[config.mk]
export PLATFORM = sky130hd
export DESIGN_NAME = bitmap_id_allocator
export DESIGN_NICKNAME = d
export VERILOG_FILES = /design/src/sv/bia_pkg.sv /design/src/sv/bia_ram.sv /design/src/sv/bitmap_id_allocator.sv
export VERILOG_INCLUDE_DIRS = /design/src /design/src/sv
export SDC_FILE = /design/constraint.sdc
export NUM_CORES = 2
export LEC_CHECK = 0
export ABC_AREA = 0
export BUFFER_PORTS_ARGS = -buffer_cell sky130_fd_sc_hd__buf_2
export CAP_MARGIN = 20
export CORE_AREA = 2 2 272 274
export CTS_CLUSTER_DIAMETER = 100
export CTS_CLUSTER_SIZE = 20
export DETAILED_ROUTE_END_ITERATION = 8
export DIE_AREA = 0 0 274 276
export PLACE_DENSITY = 0.88
export SLEW_MARGIN = 20
export SYNTH_ARGS = -nofsm -noshare
export SYNTH_HDL_FRONTEND = slang
export SYNTH_HIERARCHICAL = 1
export SYNTH_SLANG_ARGS = --single-unit
[constraint.sdc]
create_clock -name clk_i -period 12.2 [get_ports clk_i]
set_input_delay 0.61 -clock clk_i [delete_from_list [all_inputs] [get_ports clk_i]]
set_output_delay 0.61 -clock clk_i [all_outputs]
set_load 0.02 [all_outputs]
[src/sv/bitmap_id_allocator_assert.svh]
// Assertion macros for the bitmap ID allocator.
// Depends on nothing; included by the modules that check their own logic.
`ifndef BITMAP_ID_ALLOCATOR_ASSERT_SVH
`define BITMAP_ID_ALLOCATOR_ASSERT_SVH

// Same-cycle implication, disabled while reset is asserted
`define BIA_ASSERT_IMP(name, clk, rst_n, ante, cons, msg) \
  name: assert property (@(posedge clk) disable iff (!rst_n) (ante) |-> (cons)) \
    else $error(msg);

// Next-cycle implication, disabled while reset is asserted
`define BIA_ASSERT_NXT(name, clk, rst_n, ante, cons, msg) \
  name: assert property (@(posedge clk) disable iff (!rst_n) (ante) |=> (cons)) \
    else $error(msg);

`endif

[src/sv/bia_pkg.sv]
// Shared types and constants for the bitmap ID allocator.
// No dependencies; used by the top level by scoped names.
package bia_pkg;

  // Fixed field widths
  localparam int ID_W  = 10;
  localparam int CFG_W = 11;

  // Bitmap word organization
  localparam int WORD_W     = 32;
  localparam int WORD_SHIFT = 5;

  // Defaults
  localparam int POOL_DEPTH_DEF = 1024;
  localparam logic [CFG_W-1:0] POOL_SIZE_RST = 11'd1024;

  typedef enum logic [1:0] {
    OP_BORROW_NEXT = 2'd0,
    OP_BORROW_ID   = 2'd1,
    OP_RETURN_ID   = 2'd2,
    OP_RETURN_ALL  = 2'd3
  } op_e;

  typedef enum logic [2:0] {
    S_INIT,
    S_IDLE,
    S_START,
    S_CHECK,
    S_CLEAR,
    S_RESP
  } state_e;

endpackage

[src/sv/bia_ram.sv]
// Generic single-write, single-read RAM with registered read data.
// No dependencies; holds the free bitmap of the ID allocator.
module bia_ram #(
  parameter int WIDTH = 32,
  parameter int DEPTH = 32,
  localparam int AW = (DEPTH > 1) ? $clog2(DEPTH) : 1
) (
  input  logic             clk_i,
  input  logic             we_i,
  input  logic [AW-1:0]    waddr_i,
  input  logic [WIDTH-1:0] wdata_i,
  input  logic             re_i,
  input  logic [AW-1:0]    raddr_i,
  output logic [WIDTH-1:0] rdata_o
);

  logic [WIDTH-1:0] mem_q [DEPTH];
  logic [WIDTH-1:0] rdata_q;

  // Write port and registered read port
  always_ff @(posedge clk_i) begin
    if (we_i) begin
      mem_q[waddr_i] <= wdata_i;
    end
    if (re_i) begin
      rdata_q <= mem_q[raddr_i];
    end
  end

  assign rdata_o = rdata_q;

endmodule

[src/sv/bitmap_id_allocator.sv]
// Bitmap ID allocator top level; uses bia_pkg, bia_ram and the assertion header.
// Accept to result valid: borrow specific and return go through S_START, S_CHECK and S_RESP
// (skipping S_CHECK when the ID is out of range); borrow next repeats S_CHECK per extra 32-ID
// word scanned (skips it with the pointer at the pool size); return all sweeps every word in
// S_CLEAR. One item at a time: the block is back in S_IDLE as the result turns valid and takes
// the next item only there. Reset sweeps every word free in S_INIT with the input stalled.
`include "bitmap_id_allocator_assert.svh"

module bitmap_id_allocator #(
  parameter int POOL_DEPTH = bia_pkg::POOL_DEPTH_DEF
) (
  input  logic                     clk_i,
  input  logic                     rst_ni,
  input  logic                     in_valid_i,
  output logic                     in_stall_o,
  input  logic [1:0]               operation_i,
  input  logic [bia_pkg::ID_W-1:0] id_i,
  output logic                     out_valid_o,
  input  logic                     out_stall_i,
  output logic [bia_pkg::ID_W-1:0] result_id_o,
  output logic                     ok_o,
  input  logic                     cfg_valid_i,
  output logic                     cfg_ready_o,
  input  logic [bia_pkg::CFG_W-1:0] cfg_pool_size_i
);

  localparam int WORD_W    = bia_pkg::WORD_W;
  localparam int OFF_W     = bia_pkg::WORD_SHIFT;
  localparam int ID_W      = bia_pkg::ID_W;
  localparam int NUM_WORDS = (POOL_DEPTH + WORD_W - 1) / WORD_W;
  localparam int ADDR_W    = (NUM_WORDS > 1) ? $clog2(NUM_WORDS) : 1;
  localparam int PTR_W     = $clog2(POOL_DEPTH + 1);
  localparam logic [ADDR_W-1:0] LAST_WORD = ADDR_W'(NUM_WORDS - 1);
  localparam logic [PTR_W-1:0]  DEPTH_P   = PTR_W'(POOL_DEPTH);
  localparam logic [PTR_W-1:0]  PTR_RST   = PTR_W'(1);

  bia_pkg::state_e state_q, state_d;
  bia_pkg::op_e    op_q, op_d;
  logic [ID_W-1:0]   id_q, id_d;
  logic [PTR_W-1:0]  ptr_q, ptr_d;
  logic [ADDR_W-1:0] addr_q, addr_d;
  logic [bia_pkg::CFG_W-1:0] pool_q;
  logic [ID_W-1:0]   res_id_q, res_id_d;
  logic              res_ok_q, res_ok_d;
  logic              out_valid_q, out_valid_d;
  logic [ID_W-1:0]   out_id_q, out_id_d;
  logic              out_ok_q, out_ok_d;

  logic              ram_we, ram_re;
  logic [ADDR_W-1:0] ram_waddr, ram_raddr;
  logic [WORD_W-1:0] ram_wdata, ram_rdata;

  logic [PTR_W-1:0]  live_size;
  logic              id_in_range;
  logic [ADDR_W-1:0] id_word, ptr_word;
  logic [WORD_W-1:0] id_bit, lo_mask, hi_mask, cand;
  logic [OFF_W-1:0]  ptr_off, size_off, pos;
  logic              found;
  logic [PTR_W-1:0]  found_ptr;
  logic [31:0]       next_base;

  // Free bitmap, one bit per ID, 1 = free
  bia_ram #(
    .WIDTH(WORD_W),
    .DEPTH(NUM_WORDS)
  ) u_map (
    .clk_i  (clk_i),
    .we_i   (ram_we),
    .waddr_i(ram_waddr),
    .wdata_i(ram_wdata),
    .re_i   (ram_re),
    .raddr_i(ram_raddr),
    .rdata_o(ram_rdata)
  );

  // Saturate the configured pool size to the bitmap depth
  always_comb begin
    if (32'(pool_q) > 32'(POOL_DEPTH)) begin
      live_size = DEPTH_P;
    end else begin
      live_size = PTR_W'(pool_q);
    end
  end

  // Address and bit decode for the requested ID and the scan pointer
  assign id_in_range = 32'(id_q) < 32'(live_size);
  assign id_word     = ADDR_W'(32'(id_q) >> OFF_W);
  assign id_bit      = WORD_W'(1) << id_q[OFF_W-1:0];
  assign ptr_word    = ADDR_W'(32'(ptr_q) >> OFF_W);
  assign ptr_off     = OFF_W'(32'(ptr_q));
  assign size_off    = OFF_W'(32'(live_size));

  // Candidate bits in the scanned word: at or above the pointer, below the pool size
  assign lo_mask = {WORD_W{1'b1}} << ptr_off;
  assign hi_mask = ((32'(live_size) >> OFF_W) == 32'(addr_q)) ?
                   ((WORD_W'(1) << size_off) - WORD_W'(1)) : {WORD_W{1'b1}};
  assign cand    = ram_rdata & lo_mask & hi_mask;
  assign found   = |cand;

  // Lowest free candidate
  always_comb begin
    pos = '0;
    for (int i = WORD_W - 1; i >= 0; i--) begin
      if (cand[i]) begin
        pos = OFF_W'(i);
      end
    end
  end

  assign found_ptr = PTR_W'((32'(addr_q) << OFF_W) | 32'(pos));
  assign next_base = (32'(addr_q) + 32'd1) << OFF_W;

  // Sequencer: next state, bitmap access and result
  always_comb begin
    state_d    = state_q;
    op_d       = op_q;
    id_d       = id_q;
    ptr_d      = ptr_q;
    addr_d     = addr_q;
    res_id_d   = res_id_q;
    res_ok_d   = res_ok_q;
    ram_we     = 1'b0;
    ram_waddr  = addr_q;
    ram_wdata  = ram_rdata;
    ram_re     = 1'b0;
    ram_raddr  = addr_q;
    in_stall_o = 1'b1;
    out_id_d   = out_id_q;
    out_ok_d   = out_ok_q;
    out_valid_d = out_valid_q && out_stall_i;

    case (state_q)
      bia_pkg::S_INIT: begin
        // Mark every word free after reset
        ram_we    = 1'b1;
        ram_wdata = {WORD_W{1'b1}};
        if (addr_q == LAST_WORD) begin
          addr_d  = '0;
          state_d = bia_pkg::S_IDLE;
        end else begin
          addr_d = addr_q + ADDR_W'(1);
        end
      end
      bia_pkg::S_IDLE: begin
        in_stall_o = 1'b0;
        if (in_valid_i) begin
          op_d    = bia_pkg::op_e'(operation_i);
          id_d    = id_i;
          state_d = bia_pkg::S_START;
        end
      end
      bia_pkg::S_START: begin
        case (op_q)
          bia_pkg::OP_BORROW_NEXT: begin
            if (32'(ptr_q) < 32'(live_size)) begin
              addr_d    = ptr_word;
              ram_re    = 1'b1;
              ram_raddr = ptr_word;
              state_d   = bia_pkg::S_CHECK;
            end else begin
              res_id_d = '0;
              res_ok_d = 1'b0;
              state_d  = bia_pkg::S_RESP;
            end
          end
          bia_pkg::OP_BORROW_ID, bia_pkg::OP_RETURN_ID: begin
            res_id_d = id_q;
            if (id_in_range) begin
              addr_d    = id_word;
              ram_re    = 1'b1;
              ram_raddr = id_word;
              state_d   = bia_pkg::S_CHECK;
            end else begin
              res_ok_d = 1'b0;
              state_d  = bia_pkg::S_RESP;
            end
          end
          default: begin
            addr_d  = '0;
            state_d = bia_pkg::S_CLEAR;
          end
        endcase
      end
      bia_pkg::S_CHECK: begin
        case (op_q)
          bia_pkg::OP_BORROW_NEXT: begin
            if (found) begin
              // Claim the lowest free ID and leave the pointer on it
              ram_we    = 1'b1;
              ram_wdata = ram_rdata & ~(WORD_W'(1) << pos);
              ptr_d     = found_ptr;
              res_id_d  = ID_W'(found_ptr);
              res_ok_d  = 1'b1;
              state_d   = bia_pkg::S_RESP;
            end else if (next_base >= 32'(live_size)) begin
              // Pool exhausted: park the pointer at the pool size
              ptr_d    = live_size;
              res_id_d = '0;
              res_ok_d = 1'b0;
              state_d  = bia_pkg::S_RESP;
            end else begin
              // Advance to the next word
              ptr_d     = PTR_W'(next_base);
              addr_d    = addr_q + ADDR_W'(1);
              ram_re    = 1'b1;
              ram_raddr = addr_q + ADDR_W'(1);
            end
          end
          bia_pkg::OP_BORROW_ID: begin
            if ((ram_rdata & id_bit) != '0) begin
              ram_we    = 1'b1;
              ram_wdata = ram_rdata & ~id_bit;
              res_ok_d  = 1'b1;
            end else begin
              res_ok_d = 1'b0;
            end
            state_d = bia_pkg::S_RESP;
          end
          bia_pkg::OP_RETURN_ID: begin
            // Free the ID and pull the pointer down to it
            ram_we    = 1'b1;
            ram_wdata = ram_rdata | id_bit;
            if (32'(id_q) < 32'(ptr_q)) begin
              ptr_d = PTR_W'(id_q);
            end
            res_ok_d = 1'b1;
            state_d  = bia_pkg::S_RESP;
          end
          default: begin
            res_ok_d = 1'b0;
            state_d  = bia_pkg::S_RESP;
          end
        endcase
      end
      bia_pkg::S_CLEAR: begin
        // Return all: sweep every word back to free
        ram_we    = 1'b1;
        ram_wdata = {WORD_W{1'b1}};
        if (addr_q == LAST_WORD) begin
          ptr_d    = PTR_RST;
          res_id_d = id_q;
          res_ok_d = 1'b1;
          state_d  = bia_pkg::S_RESP;
        end else begin
          addr_d = addr_q + ADDR_W'(1);
        end
      end
      bia_pkg::S_RESP: begin
        // Hand the item to the output register once it has room
        if (!out_valid_q || !out_stall_i) begin
          out_valid_d = 1'b1;
          out_id_d    = res_id_q;
          out_ok_d    = res_ok_q;
          state_d     = bia_pkg::S_IDLE;
        end
      end
      default: begin
        state_d = bia_pkg::S_IDLE;
      end
    endcase
  end

  // Control registers
  always_ff @(posedge clk_i or negedge rst_ni) begin
    if (!rst_ni) begin
      state_q     <= bia_pkg::S_INIT;
      ptr_q       <= PTR_RST;
      addr_q      <= '0;
      out_valid_q <= 1'b0;
    end else begin
      state_q     <= state_d;
      ptr_q       <= ptr_d;
      addr_q      <= addr_d;
      out_valid_q <= out_valid_d;
    end
  end

  // Pool size register
  always_ff @(posedge clk_i or negedge rst_ni) begin
    if (!rst_ni) begin
      pool_q <= bia_pkg::POOL_SIZE_RST;
    end else if (cfg_valid_i) begin
      pool_q <= cfg_pool_size_i;
    end
  end

  // Payload registers
  always_ff @(posedge clk_i) begin
    op_q     <= op_d;
    id_q     <= id_d;
    res_id_q <= res_id_d;
    res_ok_q <= res_ok_d;
    out_id_q <= out_id_d;
    out_ok_q <= out_ok_d;
  end

  assign cfg_ready_o = 1'b1;
  assign out_valid_o = out_valid_q;
  assign result_id_o = out_id_q;
  assign ok_o        = out_ok_q;

  `BIA_ASSERT_NXT(a_accept_starts, clk_i, rst_ni, in_valid_i && !in_stall_o,
                  state_q == bia_pkg::S_START, "accepted item did not start")
  `BIA_ASSERT_IMP(a_write_states, clk_i, rst_ni, ram_we,
                  state_q == bia_pkg::S_INIT || state_q == bia_pkg::S_CHECK ||
                  state_q == bia_pkg::S_CLEAR, "bitmap written outside a write state")
  `BIA_ASSERT_IMP(a_ptr_bound, clk_i, rst_ni, 1'b1, 32'(ptr_q) <= 32'(POOL_DEPTH),
                  "scan pointer beyond pool depth")
  `BIA_ASSERT_NXT(a_resp_loads, clk_i, rst_ni,
                  state_q == bia_pkg::S_RESP && (!out_valid_q || !out_stall_i),
                  out_valid_q && state_q == bia_pkg::S_IDLE,
                  "result not loaded into output register")

endmodule

; ---- After elaboration in Yosys (flattened, before gate mapping)
; Memory sizes are Yosys's and may differ from the RTL's. A register that Yosys moved wholly into a read port is not among the register bits.
; Cells that the tools add are included.
[word_totals]
reg_bits = 65
output_inout_bits = 14
mem_bits_rw = 1024
n_memories = 1
wordCells = 172
in_bits = 28
[mem_list]
columns = memory, depth, width, read_ports, rd_ports_with_merged_regs, write_ports, line_no
row1 = u_map.mem_q, 32, 32, 1, 1, 1, bia_ram.sv:17  ; logic [WIDTH-1:0] mem_q [DEPTH];
[op_classes]
n_eq_ne = 22
n_mux = 97
n_reduce_logical = 20
order_cmp = 5
n_addsub = 3
bitwise_logic = 9
shift = 4
[ops]
columns = cell, n
row1 = 5-bit 2-to-1 mux, 39
row2 = 32-bit AND, 5
row3 = 32-bit 2-to-1 mux, 3
row4 = 32-bit case mux with 3 select lines, 1
row5 = 1-bit by 5-bit << shifter with 32-bit output (first input constant), 3
row6 = 32-bit inverter, 2
row7 = 32-bit case mux with 2 select lines, 1
row8 = 11-bit 2-to-1 mux, 5
row9 = 10-bit 2-to-1 mux, 5
row10 = 11-bit case mux with 2 select lines, 2
row11 = 32-bit bitwise OR, 1
row12 = 32-bit nonzero test, 1
row13 = 32-bit OR reduction, 1
row14 = 32-bit by 5-bit << shifter with 32-bit output (first input constant), 1
row15 = 32-bit by 1-bit subtractor with 32-bit output (second input constant), 1
row16 = 10-bit case mux with 3 select lines, 1
row17 = 5-bit case mux with 2 select lines, 3
row18 = 3-bit 2-to-1 mux, 9
row19 = 10-bit by 11-bit < comparator with 1-bit output, 2
row20 = 10-bit case mux with 2 select lines, 1
row21 = 5-bit case mux with 4 select lines, 1
row22 = 3-bit case mux with 6 select lines, 1
row23 = 1-bit 2-to-1 mux, 17
row24 = 3-bit inequality test (second input constant), 5
row25 = other kinds (33), 49

; ---- Longest topological paths before layout
[logic_depth]
word_depth = 44
ltp_mapped = 27
mapped_depth_nobuf = 19

; ---- Cells and area by module
; Netlist, hierarchy kept.
[by_module_without_submodules]
columns = mod, cells_per_inst, seq_area_each_um2, area_each_um2, instances
row1 = bia_ram, 2260, 31710.4, 40812.9, 1
row2 = bitmap_id_allocator, 1097, 1799.2, 8065.2, 1

; ---- Least setup slack after synthesis
; No wires, ideal clock.
[synth_timing]
path_kind = register -> register
from = register pool_q[2] (netlist bit)
to = memory u_map.mem_q[12][0] (enable)
path_stages_with_launch = 23
slack_ps = 6546
synth_period_minus_slack_ps = 5654
required_ps = 11779
t_arrival_ps = 5233
setup_time_ps = 421
path_buffers = 6
path_cell_list = dfrtp_1 > buf_2 > buf_2 > clkbuf_1 > nor3_1 > a21o_1 > inv_1 > ha_1 > clkbuf_1 > clkbuf_1 > nor4_1 > o211ai_1 > a21oi_1 > nor3_1 > nand3b_1 > nor3_1 > nand2_1 > a221o_1 > nand2_1 > o21ai_0 > or3b_2 > clkbuf_1 > nor2_1
[synth_between]
elab_chain_cells = 12
elab_cells_between_ends = 13
classes_between = 1 x add/sub / 1 x order compare / 1 x eq/ne / 1 x shift / 7 x mux / 1 x bitwise / 1 x reduce/logical
[synth_rtl]
columns = element, line_no
row1 = "start, declared", bitmap_id_allocator.sv:42  ; logic [bia_pkg::CFG_W-1:0] pool_q;
row2 = "start signal, assigned", bitmap_id_allocator.sv:281  ; pool_q <= bia_pkg::POOL_SIZE_RST;
row3 = "start signal, assigned", bitmap_id_allocator.sv:283  ; pool_q <= cfg_pool_size_i;
row4 = 11-bit > comparator, bitmap_id_allocator.sv:78  ; if (32'(pool_q) > 32'(POOL_DEPTH)) begin
row5 = 11-bit 2-to-1 mux (*), bitmap_id_allocator.sv:78
row6 = 1-bit by 5-bit << shifter with 32-bit output, bitmap_id_allocator.sv:96  ; ((WORD_W'(1) << size_off) - WORD_W'(1)) : {WORD_W{1'b1}};
row7 = 32-bit by 1-bit subtractor with 32-bit output, bitmap_id_allocator.sv:96
row8 = 32-bit 2-to-1 mux (*), bitmap_id_allocator.sv:95  ; assign hi_mask = ((32'(live_size) >> OFF_W) == 32'(addr_q)) ?
row9 = 32-bit AND (*), bitmap_id_allocator.sv:97  ; assign cand = ram_rdata & lo_mask & hi_mask;
row10 = 32-bit OR reduction (*), bitmap_id_allocator.sv:98  ; assign found = |cand;
row11 = 1-bit 2-to-1 mux (*), bitmap_id_allocator.sv:187  ; if (found) begin
row12 = 1-bit case mux with 3 select lines (*), bitmap_id_allocator.sv:185  ; case (op_q)
row13 = 1-bit case mux with 2 select lines (*), bitmap_id_allocator.sv:132  ; case (state_q)
row14 = via ram_we, bitmap_id_allocator.sv:49  ; logic ram_we, ram_re;
row15 = 1-bit 2-to-1 mux (*), bia_ram.sv:22  ; if (we_i) begin
row16 = 1-bit 2-to-1 mux (not written as such) (*), bia_ram.sv:23  ; mem_q[waddr_i] <= wdata_i;
row17 = "end, declared", bia_ram.sv:17
; Mark *: on every way through the listed nets, which the timed path passes. The rest lies on a longest branch.

; ---- Worst setup path after layout
[layout_timing]
from = register pool_q[10] (netlist bit)
to = register u_map.rdata_q[29] (netlist: u_map/rdata_o[29]) (read register of u_map.mem_q), data pin
[layout_between]
elab_chain_cells = 10
elab_cells_between_ends = 25
classes_between = 1 x add/sub / 4 x order compare / 1 x eq/ne / 1 x shift / 16 x mux / 1 x bitwise / 1 x reduce/logical
[layout_rtl]
columns = element, line_no
row1 = 11-bit > comparator, bitmap_id_allocator.sv:78
row2 = 11-bit 2-to-1 mux (*), bitmap_id_allocator.sv:78
row3 = 1-bit by 5-bit << shifter with 32-bit output, bitmap_id_allocator.sv:96
row4 = 32-bit by 1-bit subtractor with 32-bit output, bitmap_id_allocator.sv:96
row5 = 32-bit 2-to-1 mux, bitmap_id_allocator.sv:95
row6 = 32-bit AND, bitmap_id_allocator.sv:97
row7 = 32-bit OR reduction, bitmap_id_allocator.sv:98
row8 = 5-bit 2-to-1 mux (2 in series), n/a
row9 = 5-bit case mux with 2 select lines (*), bitmap_id_allocator.sv:132
row10 = via ram_raddr[0], bitmap_id_allocator.sv:50  ; logic [ADDR_W-1:0] ram_waddr, ram_raddr;
row11 = "end, declared", bia_ram.sv:18  ; logic [WIDTH-1:0] rdata_q;
; Marked as above.
; A chain may end at the register's enable or synchronous reset.

==> parameters.txt <==
Parameter                              Value

Timing
  Achievable frequency ... 115.7 MHz
  RSZ-0062 raised after global routing ... false
  Normalized max-slew margin ... 13.94%
  Total count of hold-check failures in the final report ... 0
  Min Clock Period, post-route ... 8645 ps
  Count of final setup violators ... 0
  Final Skew ... 44.77 ps
  Number of slew-limit violations in the final report ... 0
  Ratio of final minimum period to clock period ... 70.86%
  Setup_tns ... 0 ps
  Worst hold margin ... 96.21 ps
  Worst Max-Slew Pin Slew ... 1291 ps

Detailed routing
  Via count ... 31840
  Routed Antenna Nets ... 0
  Number of iterations in the first detailed-routing pass ... 7
  DRC errors left ... 0
  Wire length reported by the detailed router ... 141100 µm
  Wire length per cell after detailed routing ... 32.79 µm
  Ratio of routed vias to standard cells ... 7.396
  1st-iter DRT viols ... 5515

Synthesis
  Mean Syn Cell Area ... 14.56 µm²
  Yosys cell types ... 93
  Async S/R FF share, synth ... 2.765%
  Most frequent cells after synthesis ... edfxtp_1, mux2i_1, nand2_1
  Synthesized netlist net count ... 3426
  Cell with the most instances after synthesis ... edfxtp_1
  Dominant cell type by area after synthesis ... edfxtp_1
  Post-synth top area share ... 66.97%
  Total standard cell area after synthesis ... 0.04888 mm²
  Yosys warns ... 6
  Sequential fraction of the synthesis area ... 68.56%
  Most used DFF post-synth ... edfxtp_1
  Number of enable-type register cells in the synthesized netlist ... 1090
  Instance count of the mapped netlist ... 3357
  Dominant cells by area after synthesis ... edfxtp_1, mux2i_1, a21oi_1
  #FFs+latches synth ... 1121

Setup path
  Type of the setup path with the least slack ... reg2reg
  Startpoint kind of the worst setup timing path ... flip-flop
  Worst-case register-to-register setup slack ... 3550 ps
  Termination of the worst setup path ... u_map/rdata_o[29]
  Worst r2r src ... pool_q[10]
  Worst R2R Path Depth ... 19
  Worst Path Arrival ... 9040 ps
  Launching element of the worst setup path ... pool_q[10]
  Worst setup EP type ... flip-flop
  Data required time of the worst path ... 12600 ps
  Reg-to-reg critical path endpoint ... u_map/rdata_o[29]
  Worst-path maximum fanout ... 144

Global route
  Final global-route overflow total ... 0
  Antenna violations before repair ... 1
  Number of global-route vias before repair ... 30740
  Maximum number of pins on one net before global-route repair ... 145
  Overall track demand over capacity in global routing ... 37.05%
  Global-route wire length before repair ... 203300 µm

Layout
  Fillers ... 4356
  Count of antenna diodes in the layout ... 0
  Total non-filler cell area in the finished layout ... 0.05221 mm²
  Fraction of final layout cells with drive strength greater than 1 ... 9.325%
  Sequential cell area ... 0.03351 mm²
  Area grow syn2layout ... 6.817%
  Net count reported at finish ... 3398
  Area of the multi-input gates ... 0.01462 mm²
  Number of standard cells in the final layout excluding fillers ... 4305

Pwr
  Worst-case vdd ir drop ... 0.2700 mV
  Overall power of the completed layout ... 13.37 mW
  Power density of the placed cells ... 256.1 mW/mm²
  Leakage component of the power ... 17.99 nW

Floorplan
  Die area ... 0.07562 mm²
  Initial core utilization ... 67.34%
  # IOs ... 42
  Vertical die dimension ... 276 µm
  DIE WIDTH ... 274 µm
  Core Footprint ... 0.07259 mm²
  Std-Cell Rows ... 99

Clock network
  Register clock-pin slew on the reported worst setup and hold paths ... 90 ps
  Hold-fix buffer count after cts ... 0
  Number of clock buffers inserted by TritonCTS ... 67
  Post-cts resize count ... 0
  TritonCTS clock tree ... yes
  Count of H-tree levels built during CTS ... 3
  Num Clock Sinks ... 1121
  Max Root-Sink Buffers ... 3
  Count of buffers added by post-CTS timing repair for setup ... 0
  CTS root buf ... clkbuf_16
  Clock latency of the later-clocked register in the worst-skew pair ... 650 ps

Worst hold path
  Class of the tightest hold or removal check ... in2async

Flow run
  Count of maximum capacitance violations ... 0

Status
  Run status ... completed

Placed design
  # port buffers ... 40
  Detail Placement HPWL ... 75690 µm
  Placed Instance Area ... 0.05020 mm²
  Placed insts ... 4219
  Gp weighted congestion ... 0.9858
## placed cells by master (no fill, tap or decap), drive strengths merged, types with 27 or more instances in the layout
master and n:
mux2i 518, nor3 64, inv 41, a22o 77, dfrtp 29, nand2 220
a21oi 205, ha 41, o21ai 103, nand3 141, clkbuf 80, nor2 109
a21o 27, buf 117, a22oi 112, edfxtp 1090, a31oi 53
## registers in the layout, indices dropped and copies added, names as in the netlist, 5 cells and up
register / cells
addr_q: 5
result_id_o: 10
pool_q: 11
ptr_q: 11
u_map/rdata_o: 32
u_map/mem_q: 1024
res_id_q: 10
id_q: 10
## metrics by stage
| stage | utilization [%] | setup WS [ps] |
|---|---|---|
| after CTS | 71.77 | 3818 |
| after global routing | 71.93 | 3198 |
| after floorplan | - | 6546 |
| after global placement | 69.15 | 4165 |
| final | 71.93 | 3555 |
| after detailed placement | 69.16 | 3879 |
## layout make-up
class | instances | area share [%]
clock buffer | 80 | 3.427
clock inverter | 6 | 0.2037
inverter | 39 | 0.2804
multi-input combinational | 1983 | 28.00
sequential | 1121 | 64.18
tap | 959 | 2.298
timing repair buffer | 117 | 1.610
## power by group
group | internal, mW | switching (mW) | total [mW]
Sequential | 5.23 | 0.237 | 5.46
Combinational | 1.79 | 3.87 | 5.66
Clock | 1.05 | 1.20 | 2.25
Total | 8.07 | 5.30 | 13.4
## layer usage
metal  routed length [µm]  GRT usage, %  vias up  part of all wire, %
li1                     -             -    13020                    -
met1                49600         50.83    15530                   35
met2                64670         57.01     2717                   46
met3                18680         7.617      568                   13
met4                 8188         18.44        2                  5.8
met5                   10             0        -               0.0071
## worst min-delay path by stage
| stage | startpoint | end | cells past startpoint |
|---|---|---|---|
| global route | rst_ni | out_valid_o | 1 |
| CTS | rst_ni | ptr_q[8] | 1 |
| detailed placement | res_id_q[9] | result_id_o[9] | 0 |
| floorplan | rst_ni | addr_q[0] | 0 |
| global placement | res_id_q[7] | result_id_o[7] | 0 |
| finish | rst_ni | ptr_q[3] | 1 |
## critical path, stage by stage (launching register included)
cell	delay, ps
dfstp_2	870
inv_1	320
nand2_1	250
ha_1	300
or2_1	280
nor2_2	640
nand2_1	410
o2111a_1	400
or4_4	470
nor4_2	630
and3_1	410
nand2_1	220
a32oi_4	370
buf_12	700
buf_4	940
mux2i_1	350
a22o_1	200
nor3_1	70
a31oi_1	190
nand3_1	90
## kinds of logic after synthesis
family / count (synthesis) / synth area share, %
adder cells (fa/ha/maj): 41 / 1.050
flip-flops: 1121 / 68.56
multiplexers: 531 / 10.91
AO/OA/AOI/OAI: 739 / 10.11
XOR/XNOR: 12 / 0.2150
AND/OR/NAND/NOR: 659 / 6.530
buffers and inverters: 253 / 2.621
other: 1 / 0.007672
No activity file was read; power rests on OpenSTA's default activity.
